<file path="src/hw/rtl/dcmsel_pkg.sv">
// ----------------------------------------------------------------------------
// dcmsel_pkg
// Shared types and constants for the boost DCM/CCM duty selection block.
// ----------------------------------------------------------------------------
package dcmsel_pkg;

    // Channel count default
    localparam int CHANNELS_DEF = 2;

    // Field widths
    localparam int CH_W    = 3;
    localparam int CMP_W   = 16;
    localparam int REF_W   = 32;
    localparam int VIN_W   = 16;
    localparam int GAIN_W  = 31;
    localparam int QUOT_W  = 31;
    localparam int DIV_W   = 16;
    localparam int PROD_W  = QUOT_W + DIV_W;
    localparam int ROOT_W  = 16;
    localparam int STEP_W  = 5;
    localparam int CFG_IDX_W  = 2;
    localparam int CFG_DATA_W = 32;

    // Hysteresis and scale constants
    localparam logic [CMP_W-1:0] ENTER_DELTA = 16'd8000;
    localparam logic [CMP_W-1:0] EXIT_DELTA  = 16'd5000;
    localparam logic [DIV_W-1:0] GAIN_SCALE  = 16'd10000;

    // Register indexes
    localparam logic [CFG_IDX_W-1:0] REG_DCM_GAIN    = 2'd0;
    localparam logic [CFG_IDX_W-1:0] REG_COMPARE_MAX = 2'd1;
    localparam logic [CFG_IDX_W-1:0] REG_COMPARE_MIN = 2'd2;
    localparam logic [CFG_IDX_W-1:0] REG_ENTER_DELAY = 2'd3;

    // Operation codes
    localparam logic OP_STEP  = 1'b0;
    localparam logic OP_CLEAR = 1'b1;

    // Register reset values
    localparam logic [GAIN_W-1:0] DCM_GAIN_RST    = '0;
    localparam logic [CMP_W-1:0]  COMPARE_MAX_RST = 16'd65535;
    localparam logic [CMP_W-1:0]  COMPARE_MIN_RST = 16'd0;
    localparam logic [CMP_W-1:0]  ENTER_DELAY_RST = 16'd10000;

    typedef struct packed {
        logic                    op;
        logic [CH_W-1:0]         channel;
        logic [CMP_W-1:0]        ccm_compare;
        logic signed [REF_W-1:0] current_ref;
        logic [VIN_W-1:0]        input_voltage;
    } t_in;

    typedef struct packed {
        logic [CMP_W-1:0] compare_out;
        logic             freewheel_enable;
        logic [CMP_W-1:0] dcm_duty;
    } t_out;

    // Channel state update result
    typedef struct packed {
        logic [CMP_W-1:0] compare_out;
        logic             ccm_mode;
    } t_chan_res;

    // Channel update request
    typedef struct packed {
        logic             commit;
        logic             clear;
        logic [CH_W-1:0]  channel;
        logic [CMP_W-1:0] ccm_compare;
        logic [CMP_W-1:0] dcm_duty;
    } t_chan_req;

endpackage

</file>
<file path="src/hw/rtl/dcmsel_muldiv.sv">
// ----------------------------------------------------------------------------
// dcmsel_muldiv
// Saturating multiply-divide: floor(a*b/d) limited to 2^31-1, a registered
// product followed by a restoring divider that retires one quotient bit a cycle.
// ----------------------------------------------------------------------------
module dcmsel_muldiv (
    input  logic                             i_clk,
    input  logic                             i_rst_n,
    input  logic                             i_start,
    input  logic [dcmsel_pkg::QUOT_W-1:0]    i_a,
    input  logic [dcmsel_pkg::DIV_W-1:0]     i_b,
    input  logic [dcmsel_pkg::DIV_W-1:0]     i_d,
    output logic                             o_done,
    output logic [dcmsel_pkg::QUOT_W-1:0]    o_q
);

    localparam logic [2:0] P_IDLE = 3'd0;
    localparam logic [2:0] P_MUL  = 3'd1;
    localparam logic [2:0] P_CHK  = 3'd2;
    localparam logic [2:0] P_DIV  = 3'd3;
    localparam logic [2:0] P_FIN  = 3'd4;

    localparam logic [dcmsel_pkg::STEP_W-1:0] LAST_STEP =
        dcmsel_pkg::STEP_W'(dcmsel_pkg::QUOT_W - 1);

    logic [2:0]                         r_phase;
    logic [dcmsel_pkg::STEP_W-1:0]      r_cnt;
    logic [dcmsel_pkg::QUOT_W-1:0]      r_a;
    logic [dcmsel_pkg::DIV_W-1:0]       r_b;
    logic [dcmsel_pkg::DIV_W-1:0]       r_d;
    logic [dcmsel_pkg::PROD_W-1:0]      r_prod;
    logic [dcmsel_pkg::DIV_W-1:0]       r_rem;
    logic [dcmsel_pkg::QUOT_W-1:0]      r_lo;

    logic [dcmsel_pkg::DIV_W:0]         trial;
    logic [dcmsel_pkg::DIV_W:0]         diff;
    logic                               ge;
    logic [dcmsel_pkg::DIV_W-1:0]       prod_hi;

    // Shared subtract-compare of one divider step
    assign trial   = {r_rem, r_lo[dcmsel_pkg::QUOT_W-1]};
    assign ge      = trial >= {1'b0, r_d};
    assign diff    = trial - {1'b0, r_d};
    assign prod_hi = r_prod[dcmsel_pkg::PROD_W-1:dcmsel_pkg::QUOT_W];

    assign o_done = (r_phase == P_FIN);
    assign o_q    = r_lo;

    // Sequence product, overflow check and divide steps
    always_ff @(posedge i_clk) begin
        if (!i_rst_n) begin
            r_phase <= P_IDLE;
            r_cnt   <= '0;
        end else begin
            unique case (r_phase)
                P_IDLE: begin
                    if (i_start) begin
                        r_phase <= P_MUL;
                    end
                end
                P_MUL: begin
                    r_phase <= P_CHK;
                end
                P_CHK: begin
                    r_cnt   <= '0;
                    r_phase <= (prod_hi >= r_d) ? P_FIN : P_DIV;
                end
                P_DIV: begin
                    r_cnt <= r_cnt + 1'b1;
                    if (r_cnt == LAST_STEP) begin
                        r_phase <= P_FIN;
                    end
                end
                P_FIN: begin
                    r_phase <= P_IDLE;
                end
                default: begin
                    r_phase <= P_IDLE;
                end
            endcase
        end
    end

    // Datapath: operands, product, remainder and quotient shift
    always_ff @(posedge i_clk) begin
        if (r_phase == P_IDLE && i_start) begin
            r_a <= i_a;
            r_b <= i_b;
            r_d <= i_d;
        end
        if (r_phase == P_MUL) begin
            r_prod <= dcmsel_pkg::PROD_W'(r_a) * dcmsel_pkg::PROD_W'(r_b);
        end
        if (r_phase == P_CHK) begin
            if (prod_hi >= r_d) begin
                r_lo <= '1;
            end else begin
                r_rem <= prod_hi;
                r_lo  <= r_prod[dcmsel_pkg::QUOT_W-1:0];
            end
        end
        if (r_phase == P_DIV) begin
            r_rem <= ge ? diff[dcmsel_pkg::DIV_W-1:0] : trial[dcmsel_pkg::DIV_W-1:0];
            r_lo  <= {r_lo[dcmsel_pkg::QUOT_W-2:0], ge};
        end
    end

endmodule

</file>
<file path="src/hw/rtl/dcmsel_isqrt.sv">
// ----------------------------------------------------------------------------
// dcmsel_isqrt
// Exact floor square root of a 31-bit value, one result bit per cycle.
// ----------------------------------------------------------------------------
module dcmsel_isqrt (
    input  logic                             i_clk,
    input  logic                             i_rst_n,
    input  logic                             i_start,
    input  logic [dcmsel_pkg::QUOT_W-1:0]    i_v,
    output logic                             o_done,
    output logic [dcmsel_pkg::ROOT_W-1:0]    o_root
);

    localparam int RAD_W = 2 * dcmsel_pkg::ROOT_W;
    localparam int REM_W = dcmsel_pkg::ROOT_W + 2;
    localparam int TRY_W = REM_W + 2;

    localparam logic [1:0] P_IDLE = 2'd0;
    localparam logic [1:0] P_RUN  = 2'd1;
    localparam logic [1:0] P_FIN  = 2'd2;

    localparam logic [dcmsel_pkg::STEP_W-1:0] LAST_STEP =
        dcmsel_pkg::STEP_W'(dcmsel_pkg::ROOT_W - 1);

    logic [1:0]                         r_phase;
    logic [dcmsel_pkg::STEP_W-1:0]      r_cnt;
    logic [RAD_W-1:0]                   r_v;
    logic [REM_W-1:0]                   r_rem;
    logic [dcmsel_pkg::ROOT_W-1:0]      r_root;

    logic [TRY_W-1:0]                   acc;
    logic [TRY_W-1:0]                   test;
    logic                               ge;

    // Bring down two radicand bits and try root*4+1
    assign acc  = {r_rem, r_v[RAD_W-1:RAD_W-2]};
    assign test = TRY_W'({r_root, 2'b01});
    assign ge   = acc >= test;

    assign o_done = (r_phase == P_FIN);
    assign o_root = r_root;

    always_ff @(posedge i_clk) begin
        if (!i_rst_n) begin
            r_phase <= P_IDLE;
            r_cnt   <= '0;
        end else begin
            unique case (r_phase)
                P_IDLE: begin
                    r_cnt <= '0;
                    if (i_start) begin
                        r_phase <= P_RUN;
                    end
                end
                P_RUN: begin
                    r_cnt <= r_cnt + 1'b1;
                    if (r_cnt == LAST_STEP) begin
                        r_phase <= P_FIN;
                    end
                end
                P_FIN: begin
                    r_phase <= P_IDLE;
                end
                default: begin
                    r_phase <= P_IDLE;
                end
            endcase
        end
    end

    // Load radicand, then advance one root bit a cycle
    always_ff @(posedge i_clk) begin
        if (r_phase == P_IDLE && i_start) begin
            r_v    <= RAD_W'(i_v);
            r_rem  <= '0;
            r_root <= '0;
        end else if (r_phase == P_RUN) begin
            r_v    <= {r_v[RAD_W-3:0], 2'b00};
            r_rem  <= ge ? REM_W'(acc - test) : REM_W'(acc);
            r_root <= {r_root[dcmsel_pkg::ROOT_W-2:0], ge};
        end
    end

endmodule

</file>
<file path="src/hw/rtl/dcmsel_chan.sv">
// ----------------------------------------------------------------------------
// dcmsel_chan
// Per-channel DCM entry counter and mode flag with hysteresis selection.
// ----------------------------------------------------------------------------
module dcmsel_chan #(
    parameter int CHANNELS = dcmsel_pkg::CHANNELS_DEF
) (
    input  logic                           i_clk,
    input  logic                           i_rst_n,
    input  dcmsel_pkg::t_chan_req          i_req,
    input  logic [dcmsel_pkg::CMP_W-1:0]   i_compare_max,
    input  logic [dcmsel_pkg::CMP_W-1:0]   i_enter_delay,
    output dcmsel_pkg::t_chan_res          o_res
);

    localparam int IDX_W = (CHANNELS > 1) ? $clog2(CHANNELS) : 1;

    logic                           r_ccm_mode    [CHANNELS];
    logic [dcmsel_pkg::CMP_W-1:0]   r_enter_count [CHANNELS];

    logic [IDX_W-1:0]               idx;
    logic [dcmsel_pkg::CMP_W-1:0]   th_enter;
    logic [dcmsel_pkg::CMP_W-1:0]   th_exit;
    logic [dcmsel_pkg::CMP_W-1:0]   cnt;
    logic [dcmsel_pkg::CMP_W-1:0]   n_cnt;
    logic                           n_mode;
    logic [dcmsel_pkg::CMP_W-1:0]   dcm_cmp;

    assign idx = i_req.channel[IDX_W-1:0];
    assign cnt = r_enter_count[idx];

    // Thresholds floored at zero
    assign th_enter = (i_req.ccm_compare > dcmsel_pkg::ENTER_DELTA) ?
                      i_req.ccm_compare - dcmsel_pkg::ENTER_DELTA : '0;
    assign th_exit  = (i_req.ccm_compare > dcmsel_pkg::EXIT_DELTA) ?
                      i_req.ccm_compare - dcmsel_pkg::EXIT_DELTA : '0;

    // Next counter and mode for the addressed channel
    always_comb begin
        n_cnt  = cnt;
        n_mode = r_ccm_mode[idx];
        if (i_req.dcm_duty < th_enter) begin
            if (cnt < i_enter_delay) begin
                n_cnt = cnt + 1'b1;
            end
            if (n_cnt >= i_enter_delay) begin
                n_mode = 1'b0;
            end
        end else if (i_req.dcm_duty > th_exit) begin
            n_mode = 1'b1;
            n_cnt  = '0;
        end else if (r_ccm_mode[idx]) begin
            n_cnt = '0;
        end
    end

    // Compare code in DCM saturates at zero
    assign dcm_cmp = (i_compare_max >= i_req.dcm_duty) ?
                     i_compare_max - i_req.dcm_duty : '0;

    assign o_res.ccm_mode    = n_mode;
    assign o_res.compare_out = n_mode ? i_req.ccm_compare : dcm_cmp;

    // Hold channel state; clear all or commit one
    always_ff @(posedge i_clk) begin
        for (int i = 0; i < CHANNELS; i++) begin
            if (!i_rst_n || i_req.clear) begin
                r_ccm_mode[i]    <= 1'b1;
                r_enter_count[i] <= '0;
            end else if (i_req.commit && idx == IDX_W'(i)) begin
                r_ccm_mode[i]    <= n_mode;
                r_enter_count[i] <= n_cnt;
            end
        end
    end

endmodule

</file>
<file path="src/hw/rtl/boost_dcm_ccm_duty_select.sv">
// ----------------------------------------------------------------------------
// boost_dcm_ccm_duty_select
// Boost converter duty selection between discontinuous and continuous
// conduction per phase channel, with a shared multiply-divide unit and an
// iterative square root.
//
//   channel | handshake                | payload
//   --------+--------------------------+-----------------------------------
//   in      | i_in_valid / o_in_ready  | i_in  (op, channel, compare, ref, vin)
//   out     | o_out_valid / i_out_ready| o_out (compare, freewheel, dcm duty)
//   cfg     | i_cfg_valid / o_cfg_ready| i_cfg_index, i_cfg_data
//
// With the DCM math active, a step item runs the shared multiply-divide unit
// twice (a product, an overflow check and, unless it saturates, 31 divide
// steps each) around a 16-step square root. Items that fall back to the CCM
// duty go to clamp and output. The input side accepts a new item once the
// previous result sits in the output register. Reset is synchronous and
// returns every channel to CCM with its counter at zero.
// ----------------------------------------------------------------------------
module boost_dcm_ccm_duty_select #(
    parameter int CHANNELS = dcmsel_pkg::CHANNELS_DEF
) (
    input  logic                                i_clk,
    input  logic                                i_rst_n,
    input  logic                                i_in_valid,
    output logic                                o_in_ready,
    input  dcmsel_pkg::t_in                     i_in,
    output logic                                o_out_valid,
    input  logic                                i_out_ready,
    output dcmsel_pkg::t_out                    o_out,
    input  logic                                i_cfg_valid,
    output logic                                o_cfg_ready,
    input  logic [dcmsel_pkg::CFG_IDX_W-1:0]    i_cfg_index,
    input  logic [dcmsel_pkg::CFG_DATA_W-1:0]   i_cfg_data
);

    localparam logic [2:0] S_IDLE = 3'd0;
    localparam logic [2:0] S_MD1  = 3'd1;
    localparam logic [2:0] S_SQ   = 3'd2;
    localparam logic [2:0] S_MD2  = 3'd3;
    localparam logic [2:0] S_CLMP = 3'd4;
    localparam logic [2:0] S_OUT  = 3'd5;

    localparam int RAW_W = dcmsel_pkg::REF_W;

    // Configuration registers
    logic [dcmsel_pkg::GAIN_W-1:0]  r_dcm_gain;
    logic [dcmsel_pkg::CMP_W-1:0]   r_compare_max;
    logic [dcmsel_pkg::CMP_W-1:0]   r_compare_min;
    logic [dcmsel_pkg::CMP_W-1:0]   r_enter_delay;

    logic [2:0]                     r_state;
    logic [2:0]                     n_state;
    logic [dcmsel_pkg::CH_W-1:0]    r_channel;
    logic [dcmsel_pkg::CMP_W-1:0]   r_ccm;
    logic signed [RAW_W-1:0]        r_raw;
    logic [dcmsel_pkg::CMP_W-1:0]   r_dcm;
    logic                           r_out_valid;
    dcmsel_pkg::t_out               r_out;

    logic                           in_xfer;
    logic                           is_step;
    logic signed [dcmsel_pkg::CMP_W:0] duty;
    logic                           fallback;
    logic                           out_free;
    logic                           md_start;
    logic [dcmsel_pkg::QUOT_W-1:0]  md_a;
    logic [dcmsel_pkg::DIV_W-1:0]   md_b;
    logic [dcmsel_pkg::DIV_W-1:0]   md_d;
    logic                           md_done;
    logic [dcmsel_pkg::QUOT_W-1:0]  md_q;
    logic                           sq_done;
    logic [dcmsel_pkg::ROOT_W-1:0]  sq_root;
    logic [dcmsel_pkg::CMP_W-1:0]   clamped;
    dcmsel_pkg::t_chan_req          chan_req;
    dcmsel_pkg::t_chan_res          chan_res;

    assign o_cfg_ready = 1'b1;
    assign o_in_ready  = (r_state == S_IDLE);
    assign in_xfer     = i_in_valid && o_in_ready;
    assign out_free    = !r_out_valid || i_out_ready;

    // A step item counts only for channels that exist
    assign is_step = (i_in.op == dcmsel_pkg::OP_STEP) &&
                     (32'(i_in.channel) < 32'(CHANNELS));

    // CCM duty and fallback decision on the incoming item
    assign duty = $signed({1'b0, r_compare_max}) - $signed({1'b0, i_in.ccm_compare});
    assign fallback = (r_dcm_gain == '0) || i_in.current_ref[dcmsel_pkg::REF_W-1] ||
                      (i_in.current_ref == '0) || (i_in.input_voltage == '0) ||
                      (duty <= 0);

    // Write configuration
    always_ff @(posedge i_clk) begin
        if (!i_rst_n) begin
            r_dcm_gain    <= dcmsel_pkg::DCM_GAIN_RST;
            r_compare_max <= dcmsel_pkg::COMPARE_MAX_RST;
            r_compare_min <= dcmsel_pkg::COMPARE_MIN_RST;
            r_enter_delay <= dcmsel_pkg::ENTER_DELAY_RST;
        end else if (i_cfg_valid) begin
            unique case (i_cfg_index)
                dcmsel_pkg::REG_DCM_GAIN: begin
                    r_dcm_gain <= i_cfg_data[dcmsel_pkg::GAIN_W-1:0];
                end
                dcmsel_pkg::REG_COMPARE_MAX: begin
                    r_compare_max <= i_cfg_data[dcmsel_pkg::CMP_W-1:0];
                end
                dcmsel_pkg::REG_COMPARE_MIN: begin
                    r_compare_min <= i_cfg_data[dcmsel_pkg::CMP_W-1:0];
                end
                dcmsel_pkg::REG_ENTER_DELAY: begin
                    r_enter_delay <= i_cfg_data[dcmsel_pkg::CMP_W-1:0];
                end
                default: begin
                end
            endcase
        end
    end

    // Shared multiply-divide operands: ref*duty/vin, then gain*root/scale
    assign md_start = (r_state == S_IDLE) ? (in_xfer && is_step && !fallback) :
                      ((r_state == S_SQ) && sq_done);
    assign md_a = (r_state == S_IDLE) ? i_in.current_ref[dcmsel_pkg::QUOT_W-1:0] :
                                        r_dcm_gain;
    assign md_b = (r_state == S_IDLE) ? duty[dcmsel_pkg::DIV_W-1:0] : sq_root;
    assign md_d = (r_state == S_IDLE) ? i_in.input_voltage : dcmsel_pkg::GAIN_SCALE;

    dcmsel_muldiv u_muldiv (
        .i_clk   (i_clk),
        .i_rst_n (i_rst_n),
        .i_start (md_start),
        .i_a     (md_a),
        .i_b     (md_b),
        .i_d     (md_d),
        .o_done  (md_done),
        .o_q     (md_q)
    );

    dcmsel_isqrt u_isqrt (
        .i_clk   (i_clk),
        .i_rst_n (i_rst_n),
        .i_start ((r_state == S_MD1) && md_done),
        .i_v     (md_q),
        .o_done  (sq_done),
        .o_root  (sq_root)
    );

    // Clamp: above max to max, else below min to min
    always_comb begin
        if (r_raw > $signed(RAW_W'(r_compare_max))) begin
            clamped = r_compare_max;
        end else if (r_raw < $signed(RAW_W'(r_compare_min))) begin
            clamped = r_compare_min;
        end else begin
            clamped = r_raw[dcmsel_pkg::CMP_W-1:0];
        end
    end

    assign chan_req.commit      = (r_state == S_OUT) && out_free;
    assign chan_req.clear       = in_xfer && (i_in.op == dcmsel_pkg::OP_CLEAR);
    assign chan_req.channel     = r_channel;
    assign chan_req.ccm_compare = r_ccm;
    assign chan_req.dcm_duty    = r_dcm;

    dcmsel_chan #(
        .CHANNELS (CHANNELS)
    ) u_chan (
        .i_clk         (i_clk),
        .i_rst_n       (i_rst_n),
        .i_req         (chan_req),
        .i_compare_max (r_compare_max),
        .i_enter_delay (r_enter_delay),
        .o_res         (chan_res)
    );

    // Sequencer
    always_comb begin
        n_state = r_state;
        unique case (r_state)
            S_IDLE: begin
                if (in_xfer && is_step) begin
                    n_state = fallback ? S_CLMP : S_MD1;
                end
            end
            S_MD1: begin
                if (md_done) begin
                    n_state = S_SQ;
                end
            end
            S_SQ: begin
                if (sq_done) begin
                    n_state = S_MD2;
                end
            end
            S_MD2: begin
                if (md_done) begin
                    n_state = S_CLMP;
                end
            end
            S_CLMP: begin
                n_state = S_OUT;
            end
            S_OUT: begin
                if (out_free) begin
                    n_state = S_IDLE;
                end
            end
            default: begin
                n_state = S_IDLE;
            end
        endcase
    end

    always_ff @(posedge i_clk) begin
        if (!i_rst_n) begin
            r_state     <= S_IDLE;
            r_out_valid <= 1'b0;
        end else begin
            r_state <= n_state;
            if (chan_req.commit) begin
                r_out_valid <= 1'b1;
            end else if (i_out_ready) begin
                r_out_valid <= 1'b0;
            end
        end
    end

    // Item payload, raw duty and output register
    always_ff @(posedge i_clk) begin
        if (in_xfer && is_step) begin
            r_channel <= i_in.channel;
            r_ccm     <= i_in.ccm_compare;
            r_raw     <= RAW_W'(duty);
        end
        if (r_state == S_MD2 && md_done) begin
            r_raw <= RAW_W'(md_q);
        end
        if (r_state == S_CLMP) begin
            r_dcm <= clamped;
        end
        if (chan_req.commit) begin
            r_out.compare_out      <= chan_res.compare_out;
            r_out.freewheel_enable <= chan_res.ccm_mode;
            r_out.dcm_duty         <= r_dcm;
        end
    end

    assign o_out_valid = r_out_valid;
    assign o_out       = r_out;

endmodule
</file>
<file path="config.mk">
export PLATFORM = sky130hd
export DESIGN_NAME = boost_dcm_ccm_duty_select
export DESIGN_NICKNAME = d
export VERILOG_FILES = /design/src/hw/rtl/dcmsel_pkg.sv /design/src/hw/rtl/dcmsel_muldiv.sv /design/src/hw/rtl/dcmsel_isqrt.sv /design/src/hw/rtl/dcmsel_chan.sv /design/src/hw/rtl/boost_dcm_ccm_duty_select.sv
export SDC_FILE = /design/constraint.sdc
export NUM_CORES = 2
export LEC_CHECK = 0
export ABC_AREA = 1
export CAP_MARGIN = 10
export CORE_MARGIN = 2
export CORE_UTILIZATION = 25
export DETAILED_ROUTE_END_ITERATION = 10
export DONT_BUFFER_PORTS = 1
export GPL_ROUTABILITY_DRIVEN = 0
export PLACE_DENSITY_LB_ADDON = 0.2
export SYNTH_ARGS = -nofsm -noshare
export SYNTH_HDL_FRONTEND = slang
export SYNTH_SLANG_ARGS = --single-unit
</file>
<file path="constraint.sdc">
create_clock -name i_clk -period 8.77 [get_ports i_clk]
set_input_delay 1.754 -clock i_clk [delete_from_list [all_inputs] [get_ports i_clk]]
set_output_delay 1.754 -clock i_clk [all_outputs]
set_load 0.01 [all_outputs]
</file>
; Word level (Yosys, flattened, before mapping)
; Memories as Yosys holds them, arrays and structs flattened. A register that Yosys moved wholly into a read port is not among the register bits.
; Cells that the tools add are included.
[classes]
div_mod_pow = 0
shift = 0
multipliers = 1
n_reduce_logical = 42
addsub = 9
n_eq_ne = 26
n_mux = 61
bitwise = 6
magnitude_cmp = 14
[ops]
columns = operator, n
row1 = $mux W16, 18
row2 = $mux W31, 8
row3 = $ge A16 B16 Y1, 3
row4 = $mul A31 B16 Y47, 1
row5 = $gt A16 B13 Y1 const B, 2
row6 = $gt A32 B17 Y1, 1
row7 = $logic_not A32 Y1, 1
row8 = $lt A16 B16 Y1, 2
row9 = $lt A32 B17 Y1, 1
row10 = $sub A16 B13 Y16 const B, 2
row11 = $sub A16 B16 Y16, 2
row12 = $logic_not A31 Y1, 1
row13 = $mux W3, 9
row14 = $ge A20 B18 Y1, 1
row15 = $pmux W5 S2, 2
row16 = $mux W1, 18
row17 = $mux W18, 1
row18 = $pmux W3 S6, 1
row19 = $sub A18 B18 Y18, 1
row20 = $ge A17 B16 Y1, 1
row21 = $le A17 B1 Y1 const B, 1
row22 = $sub A16 B16 Y17, 1
row23 = $add A16 B1 Y16 const B, 1
row24 = $gt A16 B16 Y1, 1
row25 = 25 further kinds, 79
[word_totals]
output_inout_bits = 36
wordCells = 189
mem_count = 2
romBits = 0
latchBits = 0
reg_bits = 419
inputBits = 107
ram_bits = 34
[mem_list]
columns = name, depth, width, rd, rd_ports_with_merged_regs, wr, line_no
row1 = u_chan.r_enter_count, 2, 16, 1, 1, 2, dcmsel_chan.sv:19  ; logic [dcmsel_pkg::CMP_W-1:0] r_enter_count [CHANNELS];
row2 = u_chan.r_ccm_mode, 2, 1, 1, 1, 2, dcmsel_chan.sv:18  ; logic r_ccm_mode [CHANNELS];

; Longest topological paths before layout
[depth]
word_depth = 10
depth_mapped = 29
mapped_depth_nobuf = 27

; Hierarchy
; A second synthesis with hierarchy kept.
[hier_totals]
cells_unflattened = 5779
area_unflattened_um2 = 44224.9
[modules_own_cells]
columns = module, cells_each, instances, area_each_um2, seq_area_each_um2
row1 = dcmsel_muldiv, 3136, 1, 24883.9, 4874.7
row2 = boost_dcm_ccm_duty_select, 1158, 1, 9476.6, 4654.5
row3 = dcmsel_chan, 895, 1, 5596.6, 1011.0
row4 = dcmsel_isqrt, 590, 1, 4267.8, 1771.7

; Least setup slack after synthesis
; Ideal clock, no wire load.
[synth_timing]
path_type = input to register
startpoint = in i_in[48] in the netlist's numbering
endpoint = reg u_muldiv.r_a[0] in the netlist's numbering, enable pin
stages = 13
setup_ns = 0.505
t_required_ns = 8.265
path_buffers = 0
arrival_ns = 6.303
setup_slack_ns = 1.962
path_cell_list = ha_1 > fa_1 > inv_1 > nand2_1 > nand2_1 > nand3_1 > nand2_1 > nand2_1 > nand2_1 > a21oi_1 > o21bai_2 > nand4_1 > a21oi_1
[synth_via]
elab_chain_cells = 7
[synth_lines]
columns = item, line_no
row1 = from (decl), boost_dcm_ccm_duty_select.sv:27  ; input dcmsel_pkg::t_in i_in,
row2 = $sub A16 B16 Y17, boost_dcm_ccm_duty_select.sv:88  ; assign duty = $signed({1'b0, r_compare_max}) - $signed({1'b0, i_in.ccm_compare});
row3 = $le A17 B1 Y1, boost_dcm_ccm_duty_select.sv:91  ; (duty <= 0);
row4 = $logic_or A1 B1 Y1, boost_dcm_ccm_duty_select.sv:90  ; (i_in.current_ref == '0) || (i_in.input_voltage == '0) ||
row5 = $logic_not A1 Y1, boost_dcm_ccm_duty_select.sv:121  ; assign md_start = (r_state == S_IDLE) ? (in_xfer && is_step && !fallback) :
row6 = $logic_and A1 B1 Y1, boost_dcm_ccm_duty_select.sv:121
row7 = $mux W1, boost_dcm_ccm_duty_select.sv:121
row8 = $logic_and A1 B1 Y1, dcmsel_muldiv.sv:86  ; if (r_phase == P_IDLE && i_start) begin
row9 = to (signal assigned), dcmsel_muldiv.sv:87  ; r_a <= i_a;
row10 = to (decl), dcmsel_muldiv.sv:28  ; logic [dcmsel_pkg::QUOT_W-1:0] r_a;
; Every way passes these cells.
; A chain may end at the register's enable or synchronous reset.

; Worst setup path in the final report
[layout_timing]
startpoint = reg u_muldiv.r_b[9] in the netlist's numbering
endpoint = reg u_muldiv.r_prod[43] in the netlist's numbering (data pin)
[layout_via]
elab_chain_cells = 1
[layout_lines]
columns = item, line_no
row1 = from (decl), dcmsel_muldiv.sv:29  ; logic [dcmsel_pkg::DIV_W-1:0] r_b;
row2 = from (signal assigned), dcmsel_muldiv.sv:88  ; r_b <= i_b;
row3 = $mul A31 B16 Y47, dcmsel_muldiv.sv:92  ; r_prod <= dcmsel_pkg::PROD_W'(r_a) * dcmsel_pkg::PROD_W'(r_b);
row4 = to (signal assigned), dcmsel_muldiv.sv:92
row5 = to (decl), dcmsel_muldiv.sv:31  ; logic [dcmsel_pkg::PROD_W-1:0] r_prod;
; Every way passes these cells.

==> summary.md <==
| Metric | Value |
|---|---|
| Worst-Margin Slew | 1.19 ns |
| Clk_lat worst skew | approximately 0.68 ns |
| Wire per inst | 17.8 um |
| Setup Viol. Count Final | 0 |
| Die height | 413 um |
| Final period utilization | 81.7% |
| First drt pass iteration count | 5 |
| Final Net Count | 5918 |
| Final ANT Viol Nets | 0 |
| Die area | 170000 um2 |
| Clk pin slew, worst setup/hold paths | around 0.070 ns |
| # IOs | 143 |
| Switching Share | 45.1% |
| Row count | 150 |
| Comb pwr share | between 50 and 60% |
| DR DRC count | 0 |
| Worst vdd ir | 237 uV |
| P&R area growth vs syn | 10.5% |
| Global Route Usage Sum | 15.3% |
| Clock skew | around 0.050 ns |
| Sequential Power Share | 25.6% |
| Core ar. | 167000 um2 |
| Post-cts hold buffer count | 0 |
| Die W | about 410 um |
| Slowest stage delay, CP | a little over 0.8 ns |
| Number of synthesized flops with an enable pin | 318 |
| Worst EP arrival | 7.56 ns |
| H-Tree Depth | 2 |
| Fillers | about 18000 |
| Final TNS setup | 0 ns |
| CTS root buffer | clkbuf_16 |
| Cell family with most CP delay | adder cells |
| Crit path launch | u_muldiv.r_b[9] |
| Initial cell density of the core | 25.1% |
| Clock share of power | 22.7% |
| Switch Pwr | 0.00520 W |
| Leakage | approximately 22 nW |
| Final worst path period need | 7.17 ns |
| Crit-path cells | buf_4, nand2_1, fa_1, inv_1, fa_1, fa_1, fa_1, fa_1, inv_1, fa_1, inv_1, ha_1, nand2_1, nor3_1, inv_1, o21ai_0, a21oi_1, o21ai_0, nand2_1, nand2_1, nand2_1, nand3_1, nand2_1 |
| Vias/cell | 4.46 |
| Fin util | 27.7% |
| Crit-path slowest cell | edfxtp_1 |
| Post-Syn Nets | ~6000 |
| Int Power | 0.00633 W |
| Stages on the worst setup path | 23 |
| Cell area after layout | between 40000 and 50000 um2 |
| Vias in the first global route | ~33000 |
| Initial DRC Count | 1944 |
| CP Max Fanout | 18 |
| Post-synthesis instance area | between 40000 and 50000 um2 |
| Netlist cell types | between 60 and 70 |
| HP Start | u_isqrt.r_rem[17] |
| Hold_ws | 0.453 ns |
| Vias | 32846 |
| Global-route wire length before repair | 202 mm |
| CTS buffer count | 58 |
| CTS tree | built |
| Synth Area per Inst | 8.04 um2 |
| GR Overflow Total | 0 |
| Synth warn | 0 |
| Final Hold Viols | 0 |
| Reg2reg start | u_muldiv.r_b[9] |
| Post-CTS setup buffer count | 0 |
| Tot Pwr | 0.0115 W |
| Initial antenna violation count | 5 |
| Register area share after synthesis | between 20 and 30% |
| Hold Path Class | reg -> reg |
| R2r worst-path depth | 23 |
| WL final | 131 mm |
| DP HPWL | between 100 and 150 mm |
| Port buffer count | 0 |
| Synth Instances | 5201 |
| Largest net degree at the start of global routing | 85 |
| Critical Path End | u_muldiv.r_prod[43] |
| Fmax | between 100 and 150 MHz |
| Setup crit end kind | flop |
| Max-slew headroom | 20.4% |
| Max Root-Sink Buffers | 3 |
| CP required | just over 9 ns |
| Pwr/cell area | around 250 nW/um2 |
| CTS-repair resized insts | 0 |
| FF-to-FF setup slack | 1.60 ns |
| Slew Viols, Final | 0 |
| CP startpoint kind | flop |
| WS Path Type | reg -> reg |
| RSZ-0062 raised after global routing | no |
| Max-cap viol count | 0 |
| Outcome | complete, no violations |
| Share of layout cells above drive strength 1 | 3.90% |
| Clock Sinks | about 450 |
| Dpl cell area | 44100 um2 |
| Worst path bufs/invs | 5 |
| Top FF cell, synth | edfxtp_1 |
| FF-to-FF End | u_muldiv.r_prod[43] |
| Ys async rst share | 0% |
| Synthesized flop and latch total | 454 |
==> worst min path at each step <==
stage                   endpoint  cells after the start
3_5_place_dp   u_isqrt.r_rem[17]                      2
4_1_cts        u_isqrt.r_rem[17]                      2
2_1_floorplan    u_isqrt.r_v[31]                      2
5_1_grt        u_isqrt.r_rem[17]                      2
6_report       u_isqrt.r_rem[17]                      2
3_3_place_gp     u_isqrt.r_v[31]                      2
==> layout by cell type (no fill, tap or decap), types with 5 or more instances in the layout <==
cell / instances
clkinvlp_4: 5
fa_1: 407
buf_4: 43
o21ai_0: 300
a21o_1: 11
clkbuf_16: 61
nor2_1: 287
o211ai_1: 30
nor4_1: 31
a31oi_1: 27
o22ai_1: 18
a22oi_1: 12
nand3b_1: 30
o21ai_1: 6
dfxtp_1: 136
o21bai_1: 9
clkinv_1: 5
nand3_1: 163
a21oi_1: 233
ha_1: 305
xnor2_1: 28
bufinv_16: 8
or2_2: 25
nand4_1: 28
inv_1: 1101
nor3_1: 42
xor2_1: 63
nand2_1: 1305
clkbuf_1: 8
o21a_1: 6
diode_2: 6
edfxtp_1: 318
clkinv_2: 13
a211oi_1: 5
==> Yosys cell counts, drive strengths merged, types with 3 or more instances <==
library cell	n	area [um2]
o2111ai	3	26.3
o31ai	3	22.5
nand3	166	846
xor2	63	552
a22oi	12	90.1
a21boi	4	30.0
and2	4	25.0
and3	3	18.8
nor2	294	1120
nand4	28	175
o22ai	18	113
a31oi	27	169
xnor2	28	245
nor4	31	194
dfxtp	136	2720
or2	26	163
nand2	1312	4970
ha	305	3820
clkbuf	183	691
clkinv	3	11.3
a21o	11	82.6
o21a	6	45.0
edfxtp	318	9550
nand3b	30	225
o21bai	10	78.8
fa	407	8150
o221ai	3	26.3
buf	23	155
o211ai	30	225
a21oi	235	1180
a211oi	5	37.5
a221oi	3	26.3
nor3	46	230
o21ai	309	1560
inv	1105	4150
==> logic make-up after synthesis <==
logic type | count (synthesis) | synth area share, %
compound gates | 686 | 9.02
fa+ha+maj | 712 | 28.6
buf+inv | 1314 | 12.0
xor+xnor | 91 | 1.91
other cells | 1 | 0.00897
flops | 454 | 29.4
simple gates | 1943 | 19.1
==> worst register-to-register path, cell delays in order (launching register included) <==
cell and delay, ns:
edfxtp_1 0.82, buf_4 0.41, nand2_1 0.13, fa_1 0.57, inv_1 0.05, fa_1 0.53
fa_1 0.44, fa_1 0.54, fa_1 0.55, inv_1 0.06, fa_1 0.56, inv_1 0.05
ha_1 0.39, nand2_1 0.17, nor3_1 0.21, inv_1 0.07, o21ai_0 0.43, a21oi_1 0.13
o21ai_0 0.35, nand2_1 0.10, nand2_1 0.13, nand2_1 0.08, nand3_1 0.07, nand2_1 0.05
==> registers in the layout, indices dropped and copies added, names as in the netlist, 18 cells and up, named ones only <==
name                  flops
r_raw                    32
o_out                    33
u_isqrt.r_v              32
u_isqrt.r_rem            18
r_dcm_gain               31
u_muldiv.r_a             31
u_muldiv.r_prod          47
u_muldiv.o_q             31
u_chan.r_enter_count     32
==> cell type report <==
| type | instances | area [um2] | area share [%] |
|---|---|---|---|
| Sequential cell | 454 | 12300 | 26.6 |
| Clock buffer | 71 | 1580 | 3.43 |
| Timing Repair Buffer | 44 | 343 | 0.742 |
| Antenna cell | 6 | 15.0 | 0.0325 |
| Inverter | 1108 | 4160 | 9.01 |
| Multi-Input combinational cell | 3433 | 24600 | 53.2 |
| Clock inverter | 39 | 480 | 1.04 |
| Tap cell | 2204 | 2760 | 5.97 |
==> metrics by stage <==
step                      setup WS [ns]  cells
final                              1.60   7359
after global routing               1.30   7358
after CTS                          1.65   7353
after detailed placement           1.69   7243
after global placement             1.70   7243
after floorplan                    1.96   5201
==> power by group through the flow <==
stage                     logic (W)  clock network, W  registers, W
after global placement      0.00605                 0       0.00301
after floorplan             0.00422                 0       0.00288
final                       0.00596           0.00261       0.00296
after CTS                   0.00609           0.00269       0.00296
after global routing        0.00679           0.00276       0.00297
after detailed placement    0.00604                 0       0.00301
==> per-layer routing <==
metal	vias to the layer above	wire [um]	track usage, %
met5	-	13	0
met4	2	2600	3.24
met3	113	5020	1.79
met2	589	62600	26.2
met1	16106	60800	20.8
li1	16036	-	-
(Power assumes the default switching activity.)
